### config.mk
export PLATFORM = sky130hd
export DESIGN_NAME = stable_priority_insert_queue
export DESIGN_NICKNAME = d
export VERILOG_FILES = /design/src/sv/spiq_pkg.sv /design/src/sv/stable_priority_insert_queue.sv /design/src/sv/spiq_ram.sv /design/src/sv/spiq_ctrl.sv /design/src/sv/spiq_dpath.sv
export SDC_FILE = /design/constraint.sdc
export NUM_CORES = 1
export LEC_CHECK = 0
export ABC_AREA = 0
export BUFFER_PORTS_ARGS = -buffer_cell sky130_fd_sc_hd__clkbuf_2
export CAP_MARGIN = 0
export CORE_ASPECT_RATIO = 1.2
export CORE_MARGIN = 10
export CORE_UTILIZATION = 45
export DETAILED_ROUTE_END_ITERATION = 16
export PLACE_DENSITY = 0.72
export SETUP_SLACK_MARGIN = 0.2
export SYNTH_ARGS = -nofsm -noshare
export SYNTH_HDL_FRONTEND = slang
export SYNTH_HIERARCHICAL = 1
export SYNTH_SLANG_ARGS = --single-unit
### constraint.sdc
create_clock -name clock -period 7.5 [get_ports clock]
set_input_delay 1.5 -clock clock [delete_from_list [all_inputs] [get_ports clock]]
set_output_delay 1.5 -clock clock [all_outputs]
set_load 0.05 [all_outputs]
### src/sv/spiq_pkg.sv
package spiq_pkg;

   localparam int ENTRY_W = 42;
   localparam int REQ_DATA_W = 48;
   localparam int RSP_DATA_W = 48;

   localparam logic CMD_INSERT = 1'b0;
   localparam logic CMD_REMOVE = 1'b1;

   localparam logic [1:0] STATUS_DONE  = 2'd0;
   localparam logic [1:0] STATUS_FULL  = 2'd1;
   localparam logic [1:0] STATUS_EMPTY = 2'd2;

   localparam logic [2:0] PRIO_MIN = 3'd1;
   localparam logic [2:0] PRIO_MAX = 3'd5;

   typedef struct packed {
      logic [2:0]  prio;
      logic [6:0]  age;
      logic [31:0] tag;
   } entry_type;

   typedef struct packed {
      logic load;
      logic rd_head;
      logic shift;
      logic place;
      logic pop;
      logic finish;
   } ctl_cmd_type;

   typedef struct packed {
      logic full;
      logic empty;
      logic at_head;
      logic shift_go;
      logic out_busy;
   } dp_sts_type;

endpackage

### src/sv/stable_priority_insert_queue.sv
// Priority queue of up to DEPTH-1 entries, kept in order of urgency (1 most
// urgent, 5 least); entries of one level leave in arrival order. Each request
// word carries a command in req_tuser: insert places the entry behind all
// stored entries of equal or higher urgency, remove returns the head entry.
// Every request yields exactly one response word whose tuser gives done,
// full or empty; refused commands leave the queue untouched. Entries live in
// a single-port-read, single-port-write RAM, and insert moves the less urgent
// entries (at most DEPTH-2) back one slot per cycle from the tail. Each
// command holds the input until its response word is loaded into the output
// register, which waits for rsp_tready to take the previous response word. A
// new request is taken while the previous response still waits in the output
// register.
module stable_priority_insert_queue
   import spiq_pkg::*;
#(
   parameter int DEPTH = 16
) (
   input  logic                  clock,
   input  logic                  reset,
   input  logic                  req_tvalid,
   output logic                  req_tready,
   // [2:0] entry_priority, [9:3] entry_age, [41:10] entry_tag, [47:42] zero
   input  logic [REQ_DATA_W-1:0] req_tdata,
   // [0] command
   input  logic                  req_tuser,
   output logic                  rsp_tvalid,
   input  logic                  rsp_tready,
   // [2:0] out_priority, [9:3] out_age, [41:10] out_tag, [45:42] fill_count,
   // [47:46] zero
   output logic [RSP_DATA_W-1:0] rsp_tdata,
   // [1:0] status
   output logic [1:0]            rsp_tuser
);

   ctl_cmd_type cmd;
   dp_sts_type  sts;
   entry_type   rsp_entry;
   logic [3:0]  rsp_fill;

   spiq_ctrl u_ctrl (
      .clock      (clock),
      .reset      (reset),
      .req_tvalid (req_tvalid),
      .req_command(req_tuser),
      .req_tready (req_tready),
      .sts        (sts),
      .cmd        (cmd)
   );

   spiq_dpath #(
      .DEPTH(DEPTH)
   ) u_dpath (
      .clock       (clock),
      .reset       (reset),
      .cmd         (cmd),
      .sts         (sts),
      .req_command (req_tuser),
      .req_priority(req_tdata[2:0]),
      .req_age     (req_tdata[9:3]),
      .req_tag     (req_tdata[41:10]),
      .rsp_tvalid  (rsp_tvalid),
      .rsp_tready  (rsp_tready),
      .rsp_status  (rsp_tuser),
      .rsp_entry   (rsp_entry),
      .rsp_fill    (rsp_fill)
   );

   assign rsp_tdata = {2'b00, rsp_fill, rsp_entry.tag, rsp_entry.age, rsp_entry.prio};

endmodule

### src/sv/spiq_ram.sv
module spiq_ram #(
   parameter int WIDTH = 42,
   parameter int DEPTH = 16
) (
   input  logic                     clock,
   input  logic                     wr_en,
   input  logic [$clog2(DEPTH)-1:0] wr_addr,
   input  logic [WIDTH-1:0]         wr_data,
   input  logic [$clog2(DEPTH)-1:0] rd_addr,
   output logic [WIDTH-1:0]         rd_data
);

   logic [WIDTH-1:0] mem_ff [DEPTH];
   logic [WIDTH-1:0] rd_data_ff;

   always_ff @(posedge clock) begin
      if (wr_en) begin
         mem_ff[wr_addr] <= wr_data;
      end
      rd_data_ff <= mem_ff[rd_addr];
   end

   assign rd_data = rd_data_ff;

endmodule

### src/sv/spiq_ctrl.sv
module spiq_ctrl
   import spiq_pkg::*;
(
   input  logic        clock,
   input  logic        reset,
   input  logic        req_tvalid,
   input  logic        req_command,
   output logic        req_tready,
   input  dp_sts_type  sts,
   output ctl_cmd_type cmd
);

   localparam logic [1:0] S_IDLE = 2'd0;
   localparam logic [1:0] S_INS  = 2'd1;
   localparam logic [1:0] S_REM  = 2'd2;
   localparam logic [1:0] S_FIN  = 2'd3;

   logic [1:0] state_ff;
   logic [1:0] state_in;

   assign req_tready = (state_ff == S_IDLE);

   always_comb begin
      state_in = state_ff;
      cmd      = '0;
      unique case (state_ff)
         S_IDLE: begin
            cmd.rd_head = (req_command == CMD_REMOVE);
            if (req_tvalid) begin
               cmd.load = 1'b1;
               if (req_command == CMD_INSERT) begin
                  state_in = sts.full ? S_FIN : S_INS;
               end else begin
                  state_in = sts.empty ? S_FIN : S_REM;
               end
            end
         end
         S_INS: begin
            if (sts.at_head || !sts.shift_go) begin
               cmd.place = 1'b1;
               state_in  = S_FIN;
            end else begin
               cmd.shift = 1'b1;
            end
         end
         S_REM: begin
            cmd.pop  = 1'b1;
            state_in = S_FIN;
         end
         S_FIN: begin
            if (!sts.out_busy) begin
               cmd.finish = 1'b1;
               state_in   = S_IDLE;
            end
         end
         default: state_in = S_IDLE;
      endcase
   end

   always_ff @(posedge clock) begin
      if (reset) begin
         state_ff <= S_IDLE;
      end else begin
         state_ff <= state_in;
      end
   end

endmodule

### src/sv/spiq_dpath.sv
module spiq_dpath
   import spiq_pkg::*;
#(
   parameter int DEPTH = 16
) (
   input  logic        clock,
   input  logic        reset,
   input  ctl_cmd_type cmd,
   output dp_sts_type  sts,
   input  logic        req_command,
   input  logic [2:0]  req_priority,
   input  logic [6:0]  req_age,
   input  logic [31:0] req_tag,
   output logic        rsp_tvalid,
   input  logic        rsp_tready,
   output logic [1:0]  rsp_status,
   output entry_type   rsp_entry,
   output logic [3:0]  rsp_fill
);

   localparam int IDX_W = $clog2(DEPTH);
   localparam logic [IDX_W-1:0] LAST = IDX_W'(DEPTH - 1);

   function automatic logic [IDX_W-1:0] idx_next(input logic [IDX_W-1:0] i);
      idx_next = (i == LAST) ? '0 : i + 1'b1;
   endfunction

   function automatic logic [IDX_W-1:0] idx_prev(input logic [IDX_W-1:0] i);
      idx_prev = (i == '0) ? LAST : i - 1'b1;
   endfunction

   logic [IDX_W-1:0] head_ff, head_in;
   logic [IDX_W-1:0] tail_ff, tail_in;
   logic [IDX_W-1:0] pos_ff, pos_in;
   entry_type        item_ff, item_in;
   entry_type        res_entry_ff, res_entry_in;
   logic [1:0]       res_status_ff, res_status_in;
   logic             rsp_valid_ff, rsp_valid_in;
   logic [1:0]       rsp_status_ff;
   entry_type        rsp_entry_ff;
   logic [3:0]       rsp_fill_ff;

   logic [2:0]         clamp_prio;
   logic [IDX_W:0]     fill_diff;
   logic [IDX_W+4:0]   fill_wide;
   logic               mem_we;
   logic [IDX_W-1:0]   rd_addr;
   logic [ENTRY_W-1:0] wr_data;
   logic [ENTRY_W-1:0] rd_raw;
   entry_type          rd_entry;

   spiq_ram #(
      .WIDTH(ENTRY_W),
      .DEPTH(DEPTH)
   ) u_ram (
      .clock  (clock),
      .wr_en  (mem_we),
      .wr_addr(pos_ff),
      .wr_data(wr_data),
      .rd_addr(rd_addr),
      .rd_data(rd_raw)
   );

   assign rd_entry = entry_type'(rd_raw);

   always_comb begin
      if (req_priority == 3'd0) begin
         clamp_prio = PRIO_MIN;
      end else if (req_priority > PRIO_MAX) begin
         clamp_prio = PRIO_MAX;
      end else begin
         clamp_prio = req_priority;
      end
   end

   always_comb begin
      if (tail_ff >= head_ff) begin
         fill_diff = {1'b0, tail_ff} - {1'b0, head_ff};
      end else begin
         fill_diff = {1'b0, tail_ff} + (IDX_W+1)'(DEPTH) - {1'b0, head_ff};
      end
      fill_wide = {4'b0, fill_diff};
   end

   assign sts.full     = (idx_next(tail_ff) == head_ff);
   assign sts.empty    = (head_ff == tail_ff);
   assign sts.at_head  = (pos_ff == head_ff);
   assign sts.shift_go = (rd_entry.prio > item_ff.prio);
   assign sts.out_busy = rsp_valid_ff && !rsp_tready;

   assign mem_we  = cmd.shift || cmd.place;
   assign wr_data = cmd.shift ? rd_raw : ENTRY_W'(item_ff);
   assign rd_addr = cmd.rd_head ? head_ff : idx_prev(pos_in);

   always_comb begin
      head_in       = head_ff;
      tail_in       = tail_ff;
      pos_in        = pos_ff;
      item_in       = item_ff;
      res_entry_in  = res_entry_ff;
      res_status_in = res_status_ff;
      rsp_valid_in  = rsp_valid_ff && !rsp_tready;
      if (cmd.load) begin
         pos_in       = tail_ff;
         item_in      = '{prio: clamp_prio, age: req_age, tag: req_tag};
         res_entry_in = '0;
         if (req_command == CMD_INSERT) begin
            res_status_in = sts.full ? STATUS_FULL : STATUS_DONE;
         end else begin
            res_status_in = sts.empty ? STATUS_EMPTY : STATUS_DONE;
         end
      end
      if (cmd.shift) begin
         pos_in = idx_prev(pos_ff);
      end
      if (cmd.place) begin
         tail_in = idx_next(tail_ff);
      end
      if (cmd.pop) begin
         res_entry_in = rd_entry;
         head_in      = idx_next(head_ff);
      end
      if (cmd.finish) begin
         rsp_valid_in = 1'b1;
      end
   end

   always_ff @(posedge clock) begin
      if (reset) begin
         head_ff      <= '0;
         tail_ff      <= '0;
         rsp_valid_ff <= 1'b0;
      end else begin
         head_ff      <= head_in;
         tail_ff      <= tail_in;
         rsp_valid_ff <= rsp_valid_in;
      end
   end

   always_ff @(posedge clock) begin
      pos_ff        <= pos_in;
      item_ff       <= item_in;
      res_entry_ff  <= res_entry_in;
      res_status_ff <= res_status_in;
      if (cmd.finish) begin
         rsp_status_ff <= res_status_ff;
         rsp_entry_ff  <= res_entry_ff;
         rsp_fill_ff   <= fill_wide[3:0];
      end
   end

   assign rsp_tvalid = rsp_valid_ff;
   assign rsp_status = rsp_status_ff;
   assign rsp_entry  = rsp_entry_ff;
   assign rsp_fill   = rsp_fill_ff;

endmodule

==> summary.md <==
| Metric | Value |
|---|---|
| Ys flop type | `edfxtp_1` |
| Post-DRT Antenna Nets | `0` |
| Post-synthesis sequential area ratio | `0.787` |
| CTS Hold Bufs | `0` |
| Worst Hold Path EP | `u_dpath/rsp_entry[15]$_DFFE_PP_` |
| Number of global-route vias before repair | `approximately 16000` |
| Layout cell share with drive strength beyond 1 | `0.292` |
| Cell variety after synth | `48` |
| Final Setup Violations | `0` |
| Sink Count | `863` |
| Num CTS Buffers | `78` |
| GR Util met1 | `0.216` |
| Sw Share | `0.319` |
| CP Class | `reg -> reg` |
| Fin nets | `1690` |
| Routing usage on met2 | `0.266` |
| Final non-filler cell total | `~2600` |
| Status | `finished clean` |
| Clk_skew | `0.0267 ns` |
| Met3 Use GR | `0.0291` |
| Clk pwr share | `0.256` |
| NetSw | `between 0.005 and 0.006 W` |
| Startpoint types | `register` |
| Synthesis warning total | `6` |
| Core box area | `between 70000 and 80000 um^2` |
| FILL cells | `between 5000 and 6000` |
| Most frequent cells in the layout | `806 x edfxtp_1, 168 x mux4_2, 96 x clkbuf_2` |
| Unrepaired setup endpoints after global routing | `no` |
| Remaining Overflow, GRT | `0` |
| Setup TNS | `0 ns` |
| Pleak | `about 12 nW` |
| Slew Viols, Final | `0` |
| Final hold vios | `0` |
| Power Density | `433 nW/um^2` |
| Skew-Pair Late Insertion Delay | `0.64 ns` |
| Routability Congestion | `0.736` |
| Yosys reg bits | `approximately 860` |
| Row cnt | `around 110` |
| Fin crit period | `5.27 ns` |
| Via Count | `15021` |
| Peak VDD IR | `about 500 uV` |
| Post-CTS setup buffer count | `0` |
| Synth async-reset ratio | `0` |
| Critical-path top delay cell | `nor2b_4` |
| Overall Global Routing Usage | `0.163` |
| Drt first pass iters | `5` |
| Final HPWL DP | `between 30 and 40 mm` |
| FMAX | `approximately 0.19 GHz` |
| Mapped Cells | `1487` |
| WP data arrival | `5.83 ns` |
| CP peak stage delay | `0.94 ns` |
| Class of the worst hold path | `reg -> reg` |
| H-tree level count | `3` |
| Vias/cell | `between 5 and 6` |
| Clock Pin Slew Worst Setup and Hold Paths | `roughly 0.070 ns` |
| First-pass GRT wire length | `101 mm` |
| Max Cap Viol | `0` |
| Largest net degree at the start of global routing | `~110` |
| Post-CTS resize count | `0` |
| Ant. Diodes | `0` |
| Slew margin rel. | `0.209` |
| Largest fanout on the critical path | `29` |
| Initial antenna violation count | `1` |
| I/O pin cnt | `~110` |
| CP bufs+invs | `2` |
| Final period utilization | `0.702` |
| Hold_sp | `u_dpath/res_entry_ff[15]$_SDFFCE_PN0P_` |
| Synth Cell Area | `approximately 32000 um^2` |
| DP Cell Count | `about 2500` |
| Die span in x | `between 200 and 300 um` |
| DR WL/cell | `26.0 um` |
| Critical R2R Launch | `u_dpath/item_ff[40]$_SDFFCE_PP0P_` |
| Max Root-Sink Buffers | `3` |
| Initial Util | `0.454` |
| Largest delay share family, worst path | `simple AND/OR/NAND/NOR gates` |
| Flop pwr share | `0.409` |
| Die area | `~83000 um^2` |
| I/O Buffers | `between 90 and 100` |
| Final hold slack | `0.416 ns` |
| Iter 0 DRT Violations | `between 1500 and 2000` |
| Synth-to-Final Area Change | `13.4%` |
| Residual DRC | `0` |
| TritonCTS clock tree | `yes` |
| Critical Path End Type | `register` |
| Most common cell after layout, fill and taps aside | `edfxtp_1` |
| Reg-to-Reg End | `u_dpath/u_ram/rd_data[13]$_DFF_P_` |
| Root Buffer | `clkbuf_16` |
| Worst Hold Depth | `0` |
| Top Usage Layer GRT | `met2` |
| WL final | `67.8 mm` |
| Die height | `between 300 and 400 um` |
| Tot Pwr | `0.0158 W` |
| Yosys top cell by area | `edfxtp_1` |
| Reg2Reg Depth | `16` |
| Combinational power share | `0.335` |
| Slew @ Worst Pin | `around 1.2 ns` |
| Core Util, Final | `0.515` |
| Cells along the critical path | `inv_1 > ha_1 > a21o_1 > a21oi_1 > a31oi_1 > and3b_2 > nand2_1 > o22ai_4 > ha_1 > nand2b_1 > and3_1 > o31ai_2 > nor2b_4 > buf_4 > a22oi_1 > nand2_1` |
| Synth area leaders | `edfxtp_1 75%, mux4_2 12%, dfxtp_1 3.5%` |
| Post-synth EDFFs | `roughly 810` |
| Internal Power | `approximately 0.011 W` |
| Share of the synthesized area in the top cell type | `0.752` |
| Worst path required time | `around 8.1 ns` |
| Flop2flop setup slack | `about 2.2 ns` |
| Avg Synthesized Cell Area | `21.7 um^2` |
through the flow:
step	instance area [um^2]	setup WS [ns]
detailed placement	33900	2.12
global route	36500	1.94
CTS	36500	2.24
floorplan	32200	1.84
global placement	33900	2.23
finish	36500	2.23
power by group through the flow:
stage          logic [W]  registers, W  clock network, W
5_1_grt          0.00571       0.00652           0.00431
3_5_place_dp     0.00533       0.00657                 0
3_3_place_gp     0.00521       0.00655                 0
2_1_floorplan    0.00386       0.00659                 0
6_report         0.00530       0.00647           0.00405
4_1_cts          0.00537       0.00647           0.00412
metal layers:
| metal | part of all wire | vias up |
|---|---|---|
| met1 | 0.39 | 7874 |
| met2 | 0.50 | 701 |
| met4 | 0.027 | 0 |
| li1 | - | 6342 |
| met3 | 0.083 | 104 |
| met5 | 0 | - |
sequential cells by signal, summed over array words and instances (netlist names), 4 cells and up:
register / count
u_dpath/u_ram/rd_data: 42
u_dpath/res_entry_ff: 42
u_dpath/rsp_entry: 42
u_dpath/u_ram/mem_ff: 672
u_dpath/head_ff: 4
u_dpath/tail_ff: 4
u_dpath/pos_ff: 4
u_dpath/item_ff: 42
u_dpath/rsp_fill: 4
worst max path at each step:
stage / startpoint / endpoint / slack (ns) / cells after the start
final: u_dpath/item_ff[40]$_SDFFCE_PP0P_ / u_dpath/u_ram/rd_data[13]$_DFF_P_ / 2.23 / 16
after floorplan: u_dpath/item_ff[40]$_SDFFCE_PP0P_ / u_dpath/u_ram/mem_ff[0][0]$_DFFE_PP_ / 1.84 / 12
after CTS: u_dpath/item_ff[40]$_SDFFCE_PP0P_ / u_dpath/u_ram/rd_data[12]$_DFF_P_ / 2.24 / 16
after global routing: u_dpath/item_ff[40]$_SDFFCE_PP0P_ / u_dpath/u_ram/rd_data[6]$_DFF_P_ / 1.94 / 15
after detailed placement: req_tvalid / u_dpath/u_ram/rd_data[17]$_DFF_P_ / 2.12 / 12
after global placement: req_tvalid / u_dpath/u_ram/rd_data[13]$_DFF_P_ / 2.23 / 12
Yosys cell counts (2+ instances only):
| cell type | count |
|---|---|
| o21ai_0 | 5 |
| ha_1 | 15 |
| nor2_1 | 26 |
| buf_2 | 17 |
| a21oi_1 | 6 |
| mux2_2 | 41 |
| nor3_1 | 5 |
| a31oi_1 | 3 |
| a21o_1 | 2 |
| clkbuf_1 | 40 |
| nand2b_1 | 4 |
| nand2_1 | 56 |
| dfxtp_1 | 57 |
| buf_1 | 2 |
| mux2_4 | 2 |
| nand3b_1 | 3 |
| o221ai_1 | 2 |
| nand3_1 | 3 |
| xnor2_1 | 8 |
| o21bai_1 | 2 |
| a22oi_1 | 84 |
| xor2_1 | 8 |
| or2_2 | 2 |
| inv_1 | 23 |
| nor2b_1 | 6 |
| and2_1 | 46 |
| edfxtp_1 | 806 |
| mux4_2 | 168 |
| mux2i_1 | 10 |
| buf_6 | 12 |
| buf_4 | 6 |
kinds of logic (layout without fill, tap and decap cells):
logic type | count (synthesis) | count (layout) | synth area share
compound gates | 112 | 112 | 0.0261
other cells | 1 | 2 | 0.000116
xor+xnor | 16 | 16 | 0.00435
mux | 221 | 221 | 0.136
simple gates | 158 | 158 | 0.0244
fa+ha+maj | 16 | 16 | 0.00645
buf+inv | 100 | 296 | 0.0158
flops | 863 | 863 | 0.787
worst reg2reg max path, delay by kind of cell, from the launching register on:
kind / cells / cell delay (ns)
AOI/OAI and AO/OA: 6 / 1.34
adders and majority gates: 2 / 0.53
buffers and inverters: 2 / 0.56
DFF: 1 / 0.34
and+or+nand+nor: 6 / 2.42
layout make-up:
| cell class | count | area (um^2) | area share |
|---|---|---|---|
| clock buffers | 97 | 2050 | 0.0562 |
| clock inverters | 46 | 561 | 0.0153 |
| inverters | 23 | 86.3 | 0.00236 |
| multi-input cells | 525 | 6530 | 0.179 |
| flip-flops and latches | 863 | 25300 | 0.694 |
| well taps | 926 | 1160 | 0.0317 |
| repair buffers | 130 | 786 | 0.0215 |
(Power assumes the default switching activity.)
